`config.mk`:
```
export PLATFORM = sky130hd
export DESIGN_NAME = line_follow_pid_steering
export DESIGN_NICKNAME = d
export VERILOG_FILES = /design/src/hdl/lfps_pkg.sv /design/src/hdl/line_follow_pid_steering.sv /design/src/hdl/lfps_regs.sv /design/src/hdl/lfps_front.sv /design/src/hdl/lfps_queue.sv /design/src/hdl/lfps_back.sv
export SDC_FILE = /design/constraint.sdc
export NUM_CORES = 2
export LEC_CHECK = 0
export BUFFER_PORTS_ARGS = -buffer_cell sky130_fd_sc_hd__buf_4
export CORE_MARGIN = 3
export CORE_UTILIZATION = 42
export CTS_CLUSTER_DIAMETER = 30
export DETAILED_ROUTE_END_ITERATION = 10
export PLACE_DENSITY = 0.58
export SYNTH_ARGS = -nofsm -noshare
export SYNTH_HDL_FRONTEND = slang
export SYNTH_SLANG_ARGS = --single-unit
```
`constraint.sdc`:
```
create_clock -name aclk -period 8.45 [get_ports aclk]
set_input_delay 1.69 -clock aclk [delete_from_list [all_inputs] [get_ports aclk]]
set_output_delay 1.69 -clock aclk [all_outputs]
set_load 0.005 [all_outputs]
```
`src/hdl/lfps_pkg.sv`:
```
// ----------------------------------------------------------------------------
// Line-follow PID steering package
// Shared types, register indexes, reset values and fixed error values.
// ----------------------------------------------------------------------------
package lfps_pkg;

    // Chosen steering action; forward also stands for "no remembered turn".
    typedef enum logic [1:0] {
        ACT_FORWARD = 2'd0,
        ACT_LEFT    = 2'd1,
        ACT_RIGHT   = 2'd2
    } action_t;

    localparam int CFG_INDEX_W = 4;
    localparam int CFG_DATA_W  = 16;

    localparam logic [CFG_INDEX_W-1:0] CFG_GAIN_P         = 4'd0;
    localparam logic [CFG_INDEX_W-1:0] CFG_GAIN_I         = 4'd1;
    localparam logic [CFG_INDEX_W-1:0] CFG_GAIN_D         = 4'd2;
    localparam logic [CFG_INDEX_W-1:0] CFG_TURN_THRESHOLD = 4'd3;
    localparam logic [CFG_INDEX_W-1:0] CFG_LINE_THRESHOLD = 4'd4;
    localparam logic [CFG_INDEX_W-1:0] CFG_LOST_THRESHOLD = 4'd5;
    localparam logic [CFG_INDEX_W-1:0] CFG_CMD_CEILING    = 4'd6;
    localparam logic [CFG_INDEX_W-1:0] CFG_CMD_FLOOR      = 4'd7;

    typedef struct packed {
        logic [15:0] gain_p;
        logic [15:0] gain_i;
        logic [15:0] gain_d;
        logic [7:0]  turn_threshold;
        logic [7:0]  line_threshold;
        logic [7:0]  lost_threshold;
        logic [7:0]  cmd_ceiling;
        logic [7:0]  cmd_floor;
    } cfg_t;

    localparam cfg_t CFG_RESET = '{
        gain_p:         16'd45875,
        gain_i:         16'd557,
        gain_d:         16'd19661,
        turn_threshold: 8'd60,
        line_threshold: 8'd185,
        lost_threshold: 8'd100,
        cmd_ceiling:    8'd157,
        cmd_floor:      8'd97
    };

    localparam int INTEGRAL_LIMIT_DEFAULT = 500;
    localparam int SERVO_BIAS             = 127;

    // Depth of the action queue between classifier and PID engine.
    localparam int QUEUE_DEPTH = 4;

    // Fixed error values of the two updates for each action.
    localparam logic signed [7:0] ERR_FWD_1   = 8'sd20;
    localparam logic signed [7:0] ERR_FWD_2   = -8'sd20;
    localparam logic signed [7:0] ERR_LEFT_1  = -8'sd23;
    localparam logic signed [7:0] ERR_LEFT_2  = -8'sd100;
    localparam logic signed [7:0] ERR_RIGHT_1 = 8'sd100;
    localparam logic signed [7:0] ERR_RIGHT_2 = 8'sd23;

endpackage

```
`src/hdl/line_follow_pid_steering.sv`:
```
// ----------------------------------------------------------------------------
// Line-follow PID steering
// Classifies reflectance sample pairs and produces two PID servo commands.
//
// Channel   Ports                                         Direction
// input     s_valid s_ready s_left_sample s_right_sample  in
// result    m_valid m_ready m_left_drive m_right_drive    out
//           m_action m_left_lamp m_right_lamp
// config    cfg_wvalid cfg_wready cfg_index cfg_wdata     in
//
// One sample pair is taken per cycle while the queue is not full; a result
// passes the action queue, then the integral, product and clamp stages.
// Reset (aresetn low, synchronous) restores register defaults and clears the
// integral, previous error and remembered turn.
// A stalled result holds the engine; the action queue keeps accepting input
// until it is full, then s_ready falls.
// ----------------------------------------------------------------------------
module line_follow_pid_steering #(
    parameter int INTEGRAL_LIMIT = lfps_pkg::INTEGRAL_LIMIT_DEFAULT
) (
    input  logic                             aclk,
    input  logic                             aresetn,
    input  logic                             s_valid,
    output logic                             s_ready,
    input  logic [7:0]                       s_left_sample,
    input  logic [7:0]                       s_right_sample,
    output logic                             m_valid,
    input  logic                             m_ready,
    output logic [7:0]                       m_left_drive,
    output logic [7:0]                       m_right_drive,
    output logic [1:0]                       m_action,
    output logic                             m_left_lamp,
    output logic                             m_right_lamp,
    input  logic                             cfg_wvalid,
    output logic                             cfg_wready,
    input  logic [lfps_pkg::CFG_INDEX_W-1:0] cfg_index,
    input  logic [lfps_pkg::CFG_DATA_W-1:0]  cfg_wdata
);
    import lfps_pkg::*;

    cfg_t    cfg;
    logic    queue_full;
    logic    queue_empty;
    logic    push;
    logic    pop;
    action_t push_action;
    action_t pop_action;

    lfps_regs u_regs (
        .aclk       (aclk),
        .aresetn    (aresetn),
        .cfg_wvalid (cfg_wvalid),
        .cfg_wready (cfg_wready),
        .cfg_index  (cfg_index),
        .cfg_wdata  (cfg_wdata),
        .cfg        (cfg)
    );

    lfps_front u_front (
        .aclk           (aclk),
        .aresetn        (aresetn),
        .cfg            (cfg),
        .s_valid        (s_valid),
        .s_ready        (s_ready),
        .s_left_sample  (s_left_sample),
        .s_right_sample (s_right_sample),
        .queue_full     (queue_full),
        .push           (push),
        .push_action    (push_action)
    );

    lfps_queue u_queue (
        .aclk        (aclk),
        .aresetn     (aresetn),
        .push        (push),
        .push_action (push_action),
        .full        (queue_full),
        .pop         (pop),
        .empty       (queue_empty),
        .pop_action  (pop_action)
    );

    lfps_back #(
        .INTEGRAL_LIMIT (INTEGRAL_LIMIT)
    ) u_back (
        .aclk          (aclk),
        .aresetn       (aresetn),
        .cfg           (cfg),
        .queue_empty   (queue_empty),
        .queue_action  (pop_action),
        .pop           (pop),
        .m_valid       (m_valid),
        .m_ready       (m_ready),
        .m_left_drive  (m_left_drive),
        .m_right_drive (m_right_drive),
        .m_action      (m_action),
        .m_left_lamp   (m_left_lamp),
        .m_right_lamp  (m_right_lamp)
    );

endmodule

```
`src/hdl/lfps_regs.sv`:
```
// ----------------------------------------------------------------------------
// Line-follow PID steering configuration registers
// Holds gains, thresholds and servo limits written over the config channel.
// ----------------------------------------------------------------------------
module lfps_regs (
    input  logic                            aclk,
    input  logic                            aresetn,
    input  logic                            cfg_wvalid,
    output logic                            cfg_wready,
    input  logic [lfps_pkg::CFG_INDEX_W-1:0] cfg_index,
    input  logic [lfps_pkg::CFG_DATA_W-1:0]  cfg_wdata,
    output lfps_pkg::cfg_t                  cfg
);
    import lfps_pkg::*;

    cfg_t cfg_reg;

    assign cfg_wready = 1'b1;
    assign cfg        = cfg_reg;

    always_ff @(posedge aclk) begin
        if (!aresetn) begin
            cfg_reg <= CFG_RESET;
        end else if (cfg_wvalid && cfg_wready) begin
            unique case (cfg_index)
                CFG_GAIN_P:         cfg_reg.gain_p         <= cfg_wdata;
                CFG_GAIN_I:         cfg_reg.gain_i         <= cfg_wdata;
                CFG_GAIN_D:         cfg_reg.gain_d         <= cfg_wdata;
                CFG_TURN_THRESHOLD: cfg_reg.turn_threshold <= cfg_wdata[7:0];
                CFG_LINE_THRESHOLD: cfg_reg.line_threshold <= cfg_wdata[7:0];
                CFG_LOST_THRESHOLD: cfg_reg.lost_threshold <= cfg_wdata[7:0];
                CFG_CMD_CEILING:    cfg_reg.cmd_ceiling    <= cfg_wdata[7:0];
                CFG_CMD_FLOOR:      cfg_reg.cmd_floor      <= cfg_wdata[7:0];
                default: begin
                    // Indexes beyond the register list are ignored.
                end
            endcase
        end
    end

endmodule

```
`src/hdl/lfps_front.sv`:
```
// ----------------------------------------------------------------------------
// Line-follow PID steering classifier
// Accepts sample pairs, picks the action and keeps the remembered turn.
// ----------------------------------------------------------------------------
module lfps_front (
    input  logic              aclk,
    input  logic              aresetn,
    input  lfps_pkg::cfg_t    cfg,
    input  logic              s_valid,
    output logic              s_ready,
    input  logic [7:0]        s_left_sample,
    input  logic [7:0]        s_right_sample,
    input  logic              queue_full,
    output logic              push,
    output lfps_pkg::action_t push_action
);
    import lfps_pkg::*;

    action_t    last_turn_reg;
    action_t    last_turn_next;
    action_t    act;
    logic [7:0] mag;
    logic       lost;
    logic       centred;

    assign s_ready = !queue_full;
    assign push    = s_valid && s_ready;

    always_comb begin
        mag = (s_left_sample >= s_right_sample) ? (s_left_sample - s_right_sample)
                                                : (s_right_sample - s_left_sample);
        lost    = (s_left_sample < cfg.lost_threshold)
               && (s_right_sample < cfg.lost_threshold);
        centred = (s_left_sample > cfg.line_threshold)
               && (s_right_sample > cfg.line_threshold);
        last_turn_next = last_turn_reg;
        if (lost) begin
            // Searching repeats the remembered turn, left when none is held.
            act = (last_turn_reg == ACT_RIGHT) ? ACT_RIGHT : ACT_LEFT;
        end else if (mag > cfg.turn_threshold) begin
            act = (s_left_sample > s_right_sample) ? ACT_LEFT : ACT_RIGHT;
            last_turn_next = act;
        end else begin
            act = ACT_FORWARD;
            if (centred) begin
                last_turn_next = ACT_FORWARD;
            end
        end
    end

    assign push_action = act;

    always_ff @(posedge aclk) begin
        if (!aresetn) begin
            last_turn_reg <= ACT_FORWARD;
        end else if (push) begin
            last_turn_reg <= last_turn_next;
        end
    end

endmodule

```
`src/hdl/lfps_queue.sv`:
```
// ----------------------------------------------------------------------------
// Line-follow PID steering action queue
// Short first-in first-out buffer decoupling classifier and PID engine.
// ----------------------------------------------------------------------------
module lfps_queue (
    input  logic              aclk,
    input  logic              aresetn,
    input  logic              push,
    input  lfps_pkg::action_t push_action,
    output logic              full,
    input  logic              pop,
    output logic              empty,
    output lfps_pkg::action_t pop_action
);
    import lfps_pkg::*;

    localparam int PTR_W = $clog2(QUEUE_DEPTH);

    action_t          mem [QUEUE_DEPTH];
    logic [PTR_W-1:0] wr_ptr_reg;
    logic [PTR_W-1:0] rd_ptr_reg;
    logic [PTR_W:0]   count_reg;

    assign full       = (count_reg == (PTR_W+1)'(QUEUE_DEPTH));
    assign empty      = (count_reg == '0);
    assign pop_action = mem[rd_ptr_reg];

    always_ff @(posedge aclk) begin
        if (push) begin
            mem[wr_ptr_reg] <= push_action;
        end
    end

    always_ff @(posedge aclk) begin
        if (!aresetn) begin
            wr_ptr_reg <= '0;
            rd_ptr_reg <= '0;
            count_reg  <= '0;
        end else begin
            if (push) begin
                wr_ptr_reg <= wr_ptr_reg + 1'b1;
            end
            if (pop) begin
                rd_ptr_reg <= rd_ptr_reg + 1'b1;
            end
            if (push && !pop) begin
                count_reg <= count_reg + 1'b1;
            end else if (pop && !push) begin
                count_reg <= count_reg - 1'b1;
            end
        end
    end

endmodule

```
`src/hdl/lfps_back.sv`:
```
// ----------------------------------------------------------------------------
// Line-follow PID steering engine
// Runs the two chained PID updates of each action in a three-stage pipeline.
// ----------------------------------------------------------------------------
module lfps_back #(
    parameter int INTEGRAL_LIMIT = lfps_pkg::INTEGRAL_LIMIT_DEFAULT
) (
    input  logic              aclk,
    input  logic              aresetn,
    input  lfps_pkg::cfg_t    cfg,
    input  logic              queue_empty,
    input  lfps_pkg::action_t queue_action,
    output logic              pop,
    output logic              m_valid,
    input  logic              m_ready,
    output logic [7:0]        m_left_drive,
    output logic [7:0]        m_right_drive,
    output logic [1:0]        m_action,
    output logic              m_left_lamp,
    output logic              m_right_lamp
);
    import lfps_pkg::*;

    localparam int ES_W  = $clog2(INTEGRAL_LIMIT + 1) + 1;
    localparam int AW    = ((ES_W > 8) ? ES_W : 8) + 1;
    localparam int DW    = 9;
    localparam int PW    = 17 + 8;
    localparam int IW    = 17 + ES_W;
    localparam int GW    = 17 + DW;
    localparam int SUM_W = 17 + ((ES_W > DW) ? ES_W : DW) + 3;

    localparam logic signed [AW-1:0]    LIM_POS = AW'(INTEGRAL_LIMIT);
    localparam logic signed [AW-1:0]    LIM_NEG = -LIM_POS;
    localparam logic signed [SUM_W-1:0] BIAS    = SUM_W'(SERVO_BIAS * 65536);
    localparam logic signed [SUM_W-1:0] HALF    = SUM_W'(32768);

    // Add an error to the integral and hold it within the limit.
    function automatic logic signed [ES_W-1:0] sat_add(
        input logic signed [ES_W-1:0] a,
        input logic signed [7:0]      e
    );
        logic signed [AW-1:0] t;
        t = AW'(a) + AW'(e);
        if (t > LIM_POS) begin
            t = LIM_POS;
        end else if (t < LIM_NEG) begin
            t = LIM_NEG;
        end
        return ES_W'(t);
    endfunction

    // Clamp to the servo limits, the upper test first, and round otherwise.
    function automatic logic [7:0] servo_cmd(
        input logic signed [SUM_W-1:0] s,
        input logic [7:0]              smax,
        input logic [7:0]              smin
    );
        logic signed [SUM_W-1:0] hi;
        logic signed [SUM_W-1:0] lo;
        logic signed [SUM_W-1:0] rnd;
        hi  = $signed({{(SUM_W-24){1'b0}}, smax, 16'h0000});
        lo  = $signed({{(SUM_W-24){1'b0}}, smin, 16'h0000});
        rnd = s + HALF;
        if (s > hi) begin
            return smax;
        end else if (s < lo) begin
            return smin;
        end
        return rnd[23:16];
    endfunction

    logic                   en;
    logic signed [7:0]      e1;
    logic signed [7:0]      e2;
    logic signed [ES_W-1:0] acc1;
    logic signed [ES_W-1:0] acc2;

    logic signed [ES_W-1:0] error_sum_reg;
    logic signed [7:0]      last_error_reg;

    logic                   v1_reg;
    action_t                act1_reg;
    logic signed [7:0]      e1_reg;
    logic signed [7:0]      e2_reg;
    logic signed [ES_W-1:0] acc1_reg;
    logic signed [ES_W-1:0] acc2_reg;
    logic signed [DW-1:0]   d1_reg;
    logic signed [DW-1:0]   d2_reg;

    logic                   v2_reg;
    action_t                act2_reg;
    logic signed [PW-1:0]   pp1_reg;
    logic signed [PW-1:0]   pp2_reg;
    logic signed [IW-1:0]   pi1_reg;
    logic signed [IW-1:0]   pi2_reg;
    logic signed [GW-1:0]   pd1_reg;
    logic signed [GW-1:0]   pd2_reg;

    logic signed [SUM_W-1:0] sum1;
    logic signed [SUM_W-1:0] sum2;

    logic       m_valid_reg;
    logic [7:0] left_drive_reg;
    logic [7:0] right_drive_reg;
    action_t    action_reg;

    // The whole pipeline advances together whenever the output can take data.
    assign en  = !m_valid_reg || m_ready;
    assign pop = en && !queue_empty;

    always_comb begin
        unique case (queue_action)
            ACT_LEFT: begin
                e1 = ERR_LEFT_1;
                e2 = ERR_LEFT_2;
            end
            ACT_RIGHT: begin
                e1 = ERR_RIGHT_1;
                e2 = ERR_RIGHT_2;
            end
            default: begin
                e1 = ERR_FWD_1;
                e2 = ERR_FWD_2;
            end
        endcase
        acc1 = sat_add(error_sum_reg, e1);
        acc2 = sat_add(acc1, e2);
    end

    always_ff @(posedge aclk) begin
        if (!aresetn) begin
            error_sum_reg  <= '0;
            last_error_reg <= '0;
        end else if (pop) begin
            error_sum_reg  <= acc2;
            last_error_reg <= e2;
        end
    end

    // Stage one: errors, clamped integrals and error differences.
    always_ff @(posedge aclk) begin
        if (en) begin
            act1_reg <= queue_action;
            e1_reg   <= e1;
            e2_reg   <= e2;
            acc1_reg <= acc1;
            acc2_reg <= acc2;
            d1_reg   <= DW'(e1) - DW'(last_error_reg);
            d2_reg   <= DW'(e2) - DW'(e1);
        end
    end

    // Stage two: the six gain products.
    always_ff @(posedge aclk) begin
        if (en) begin
            act2_reg <= act1_reg;
            pp1_reg  <= $signed({1'b0, cfg.gain_p}) * e1_reg;
            pp2_reg  <= $signed({1'b0, cfg.gain_p}) * e2_reg;
            pi1_reg  <= $signed({1'b0, cfg.gain_i}) * acc1_reg;
            pi2_reg  <= $signed({1'b0, cfg.gain_i}) * acc2_reg;
            pd1_reg  <= $signed({1'b0, cfg.gain_d}) * d1_reg;
            pd2_reg  <= $signed({1'b0, cfg.gain_d}) * d2_reg;
        end
    end

    assign sum1 = SUM_W'(pp1_reg) + SUM_W'(pi1_reg) + SUM_W'(pd1_reg) + BIAS;
    assign sum2 = SUM_W'(pp2_reg) + SUM_W'(pi2_reg) + SUM_W'(pd2_reg) + BIAS;

    // Stage three: sums, servo clamps and the output register.
    always_ff @(posedge aclk) begin
        if (en) begin
            left_drive_reg  <= servo_cmd(sum1, cfg.cmd_ceiling, cfg.cmd_floor);
            right_drive_reg <= servo_cmd(sum2, cfg.cmd_ceiling, cfg.cmd_floor);
            action_reg      <= act2_reg;
        end
    end

    always_ff @(posedge aclk) begin
        if (!aresetn) begin
            v1_reg      <= 1'b0;
            v2_reg      <= 1'b0;
            m_valid_reg <= 1'b0;
        end else if (en) begin
            v1_reg      <= pop;
            v2_reg      <= v1_reg;
            m_valid_reg <= v2_reg;
        end
    end

    assign m_valid       = m_valid_reg;
    assign m_left_drive  = left_drive_reg;
    assign m_right_drive = right_drive_reg;
    assign m_action      = action_reg;
    assign m_left_lamp   = (action_reg == ACT_LEFT);
    assign m_right_lamp  = (action_reg == ACT_RIGHT);

endmodule

```
==> flow_summary.toml <==
[clock_network]
clk_pin_slew_worst_paths_ns = 0.05
hold_buffers = 0
cts_resized = 0
cts_setup_buffers = 0
clk-insertion-delay-late_ns = 0.67
htree_levels = 3
cts_tree = "built"
cts_sinks = 341
clockBufferDepth = 3
cts_buffers = 93
clock_tree.root_cell = "clkbuf_16"

[sta]
fin_skew_ns = 0.0486
min_period_over_period_pct = 86.5
worst_pin_slew_ns = 1.10
rsz0062_at_grt = "false"
slew_viol_final = 0
slew_headroom_pct = 26.1
setup_tns_ns = 0
setup_viol = 0
max_freq_mhz = 137
period_needed_ns = 7.31
whs_ns = 0.424
fin_ws_ns = 1.14
finalHoldViolCount = 0

[yosys]
synth_ff_type = "edfxtp_1"
ys_ff_latch = 341
synth_top_area_cell = "fa_1"
synth.avg_cell_area_um2 = 9.59
ys_warn_count = 0
seq_area_frac_synth_pct = 19.1
synth_cells = 4943
syn_nets = 6205
yosysUniqueCellTypes = 108
synth-async-reset-ratio_pct = 0
synth_area_um2 = 47400
synth-edff-count = 224
synth_top_cell_area_share_pct = 26.8
synth.top_cells.by_area = "fa_1, ha_1, edfxtp_1"

[routing]
avgViaCountPerCell = 5.26
wire_per_inst_um = 19.5
routed_wl_um = 128000
antenna_left = 0
drtIter0Drc = 2229
vias = 34428
dr.pass1.iters = 5
drc_errors = 0

[worst_setup_path]
path_class = "flip-flop to flip-flop"
critical-path-slowest-cell = "xor2_1"
required_ns = 8.91
cp_cell_sequence = "fa_1 -> ha_1 -> a211oi_1 -> o21ai_1 -> a31oi_1 -> o21ai_1 -> xnor2_1 -> nand2_1 -> a2111oi_0 -> a211oi_1 -> xor2_1 -> inv_1 -> ha_1 -> nand4_1 -> a211oi_1 -> o2111ai_1 -> nor4_1 -> o2111ai_1 -> o41ai_1 -> o21ai_0 -> o22ai_1 -> nor2_1 -> o31ai_1"
crit_fanout = 10
crit_path_max_incr_delay_ns = 0.60
end_kind = "flip-flop"
cp_top_family = "compound AO/OA/AOI/OAI gates"
cp.arrival_ns = 7.76
path_buf_inv = 1
critPathLaunchType = "flip-flop"
cpMostUsedCell = "a211oi_1"

[floorplan]
rows = 122
start_util_pct = 42.6
die-area_um2 = 117000
die-width_um = 342
io_pins = 64
die_h_um = 342
core_region_area_um2 = 111000

[finish]
drive_above_1_share_pct = 6.53
fillers = 10557
area_growth_pct = 11.1
fin_util_pct = 47.3
fin_nets = 6232
largest_register_ffs = 88

[min_path]
worstHoldPathType = "flip-flop to flip-flop"

[status]
status = "finished, final reports clean"

[place]
dp_slack_ns = 1.33
gp_congestion = 0.869
dp.final_hpwl_um = 102000
portBuffers = 62

[grt]
grt_start_max_net_pins = 137
overflow = 0
antenna_found_initial = 10
grt_usage_pct = 22.4
grt_pass1_wl_um = 204000
grt_pass1_vias = 35823

[flow_run]
maxCapViolations = 0
## cells by family (layout without fill, tap and decap cells)
family	count (synthesis)	count (layout)	share of synthesized area, %
other	1	4	0.00791
AO/OA/AOI/OAI	683	683	10.2
adder cells (fa/ha/maj)	1228	1228	42.4
flip-flops	341	341	19.1
AND/OR/NAND/NOR	1495	1495	15.9
XOR/XNOR	192	192	3.55
buffers and inverters	949	1057	7.56
multiplexers	54	54	1.23
## routing by layer
| metal | share of wire, % | up-vias | track usage, % |
|---|---|---|---|
| li1 | - | 16364 | - |
| met1 | 45 | 17182 | 30.7 |
| met2 | 48 | 734 | 37.8 |
| met3 | 4.6 | 148 | 2.71 |
| met4 | 2.2 | 0 | 5.27 |
| met5 | 0 | - | 0 |
## placed cells by master, fill, tap and decap left out, types with 16 or more instances in the layout
cell type	instances
a21boi_0	48
a21o_1	65
and3_1	32
o31ai_1	16
or2_2	18
nor2_1	123
nor3_1	71
o21ai_0	109
or3_1	22
xor2_1	58
o21bai_1	20
buf_4	95
dfxtp_1	117
inv_1	784
nand2_1	564
o211ai_1	32
edfxtp_1	224
a21oi_1	148
o21a_1	33
nor2b_1	85
a31oi_1	33
ha_1	587
mux2i_1	41
a211oi_1	33
xnor2_1	134
nand4_1	18
nand3_1	98
clkbuf_16	94
nand2b_1	99
fa_1	634
clkinv_4	18
and2_1	302
o2111ai_1	17
## worst paths after layout
| path | start | endpoint | slack, ns | cells past startpoint |
|---|---|---|---|---|
| min | u_back.act1_reg[1] | u_back.act2_reg[1] | 0.42 | 0 |
| min reg2reg | u_back.act1_reg[1] | u_back.act2_reg[1] | 0.42 | 0 |
| max | u_back.pd2_reg[2] | u_back.m_right_drive[3] | 1.14 | 23 |
| max reg2reg | u_back.pd2_reg[2] | u_back.m_right_drive[3] | 1.14 | 23 |
## synth_stat cells, types with 41 or more instances
library cell / number
a21o_1: 65
xnor2_1: 134
a21boi_0: 48
dfxtp_1: 117
nor2b_1: 85
ha_1: 587
xor2_1: 58
mux2i_1: 41
nand2_1: 564
nor2_1: 124
a21oi_1: 148
nand3_1: 98
edfxtp_1: 224
clkbuf_1: 149
and2_1: 302
o21ai_0: 109
inv_1: 785
nor3_1: 71
fa_1: 634
nand2b_1: 99
## layout make-up
cell class                      count  area, µm²  share of cell area, %
Multi-Input combinational cell   3653      34800                   66.0
Sequential cell                   341       9070                   17.2
Inverter                          786       2960                   5.62
Clock buffer                      104       2390                   4.54
Tap cell                         1488       1860                   3.54
Clock inverter                     72        896                   1.70
Timing Repair Buffer               95        713                   1.35
Antenna cell                        3       7.51                 0.0143
## worst register-to-register path: stages, from the launching register on
cell and delay [ns]:
edfxtp_1 0.39, fa_1 0.51, ha_1 0.33, a211oi_1 0.28, o21ai_1 0.20, a31oi_1 0.40
o21ai_1 0.18, xnor2_1 0.50, nand2_1 0.15, a2111oi_0 0.40, a211oi_1 0.12, xor2_1 0.60
inv_1 0.18, ha_1 0.33, nand4_1 0.07, a211oi_1 0.22, o2111ai_1 0.16, nor4_1 0.20
o2111ai_1 0.15, o41ai_1 0.40, o21ai_0 0.36, o22ai_1 0.53, nor2_1 0.11, o31ai_1 0.33
## metrics by stage
stage	instances	area, µm²
2_1_floorplan	4943	47400
3_3_place_gp	6363	49400
3_5_place_dp	6363	49400
4_1_cts	6539	52600
5_1_grt	6539	52600
6_report	6542	52700
Power is left out: the tool's default activity adds up to more than one toggle a clock period on the data nets, which glitch-free logic cannot reach.
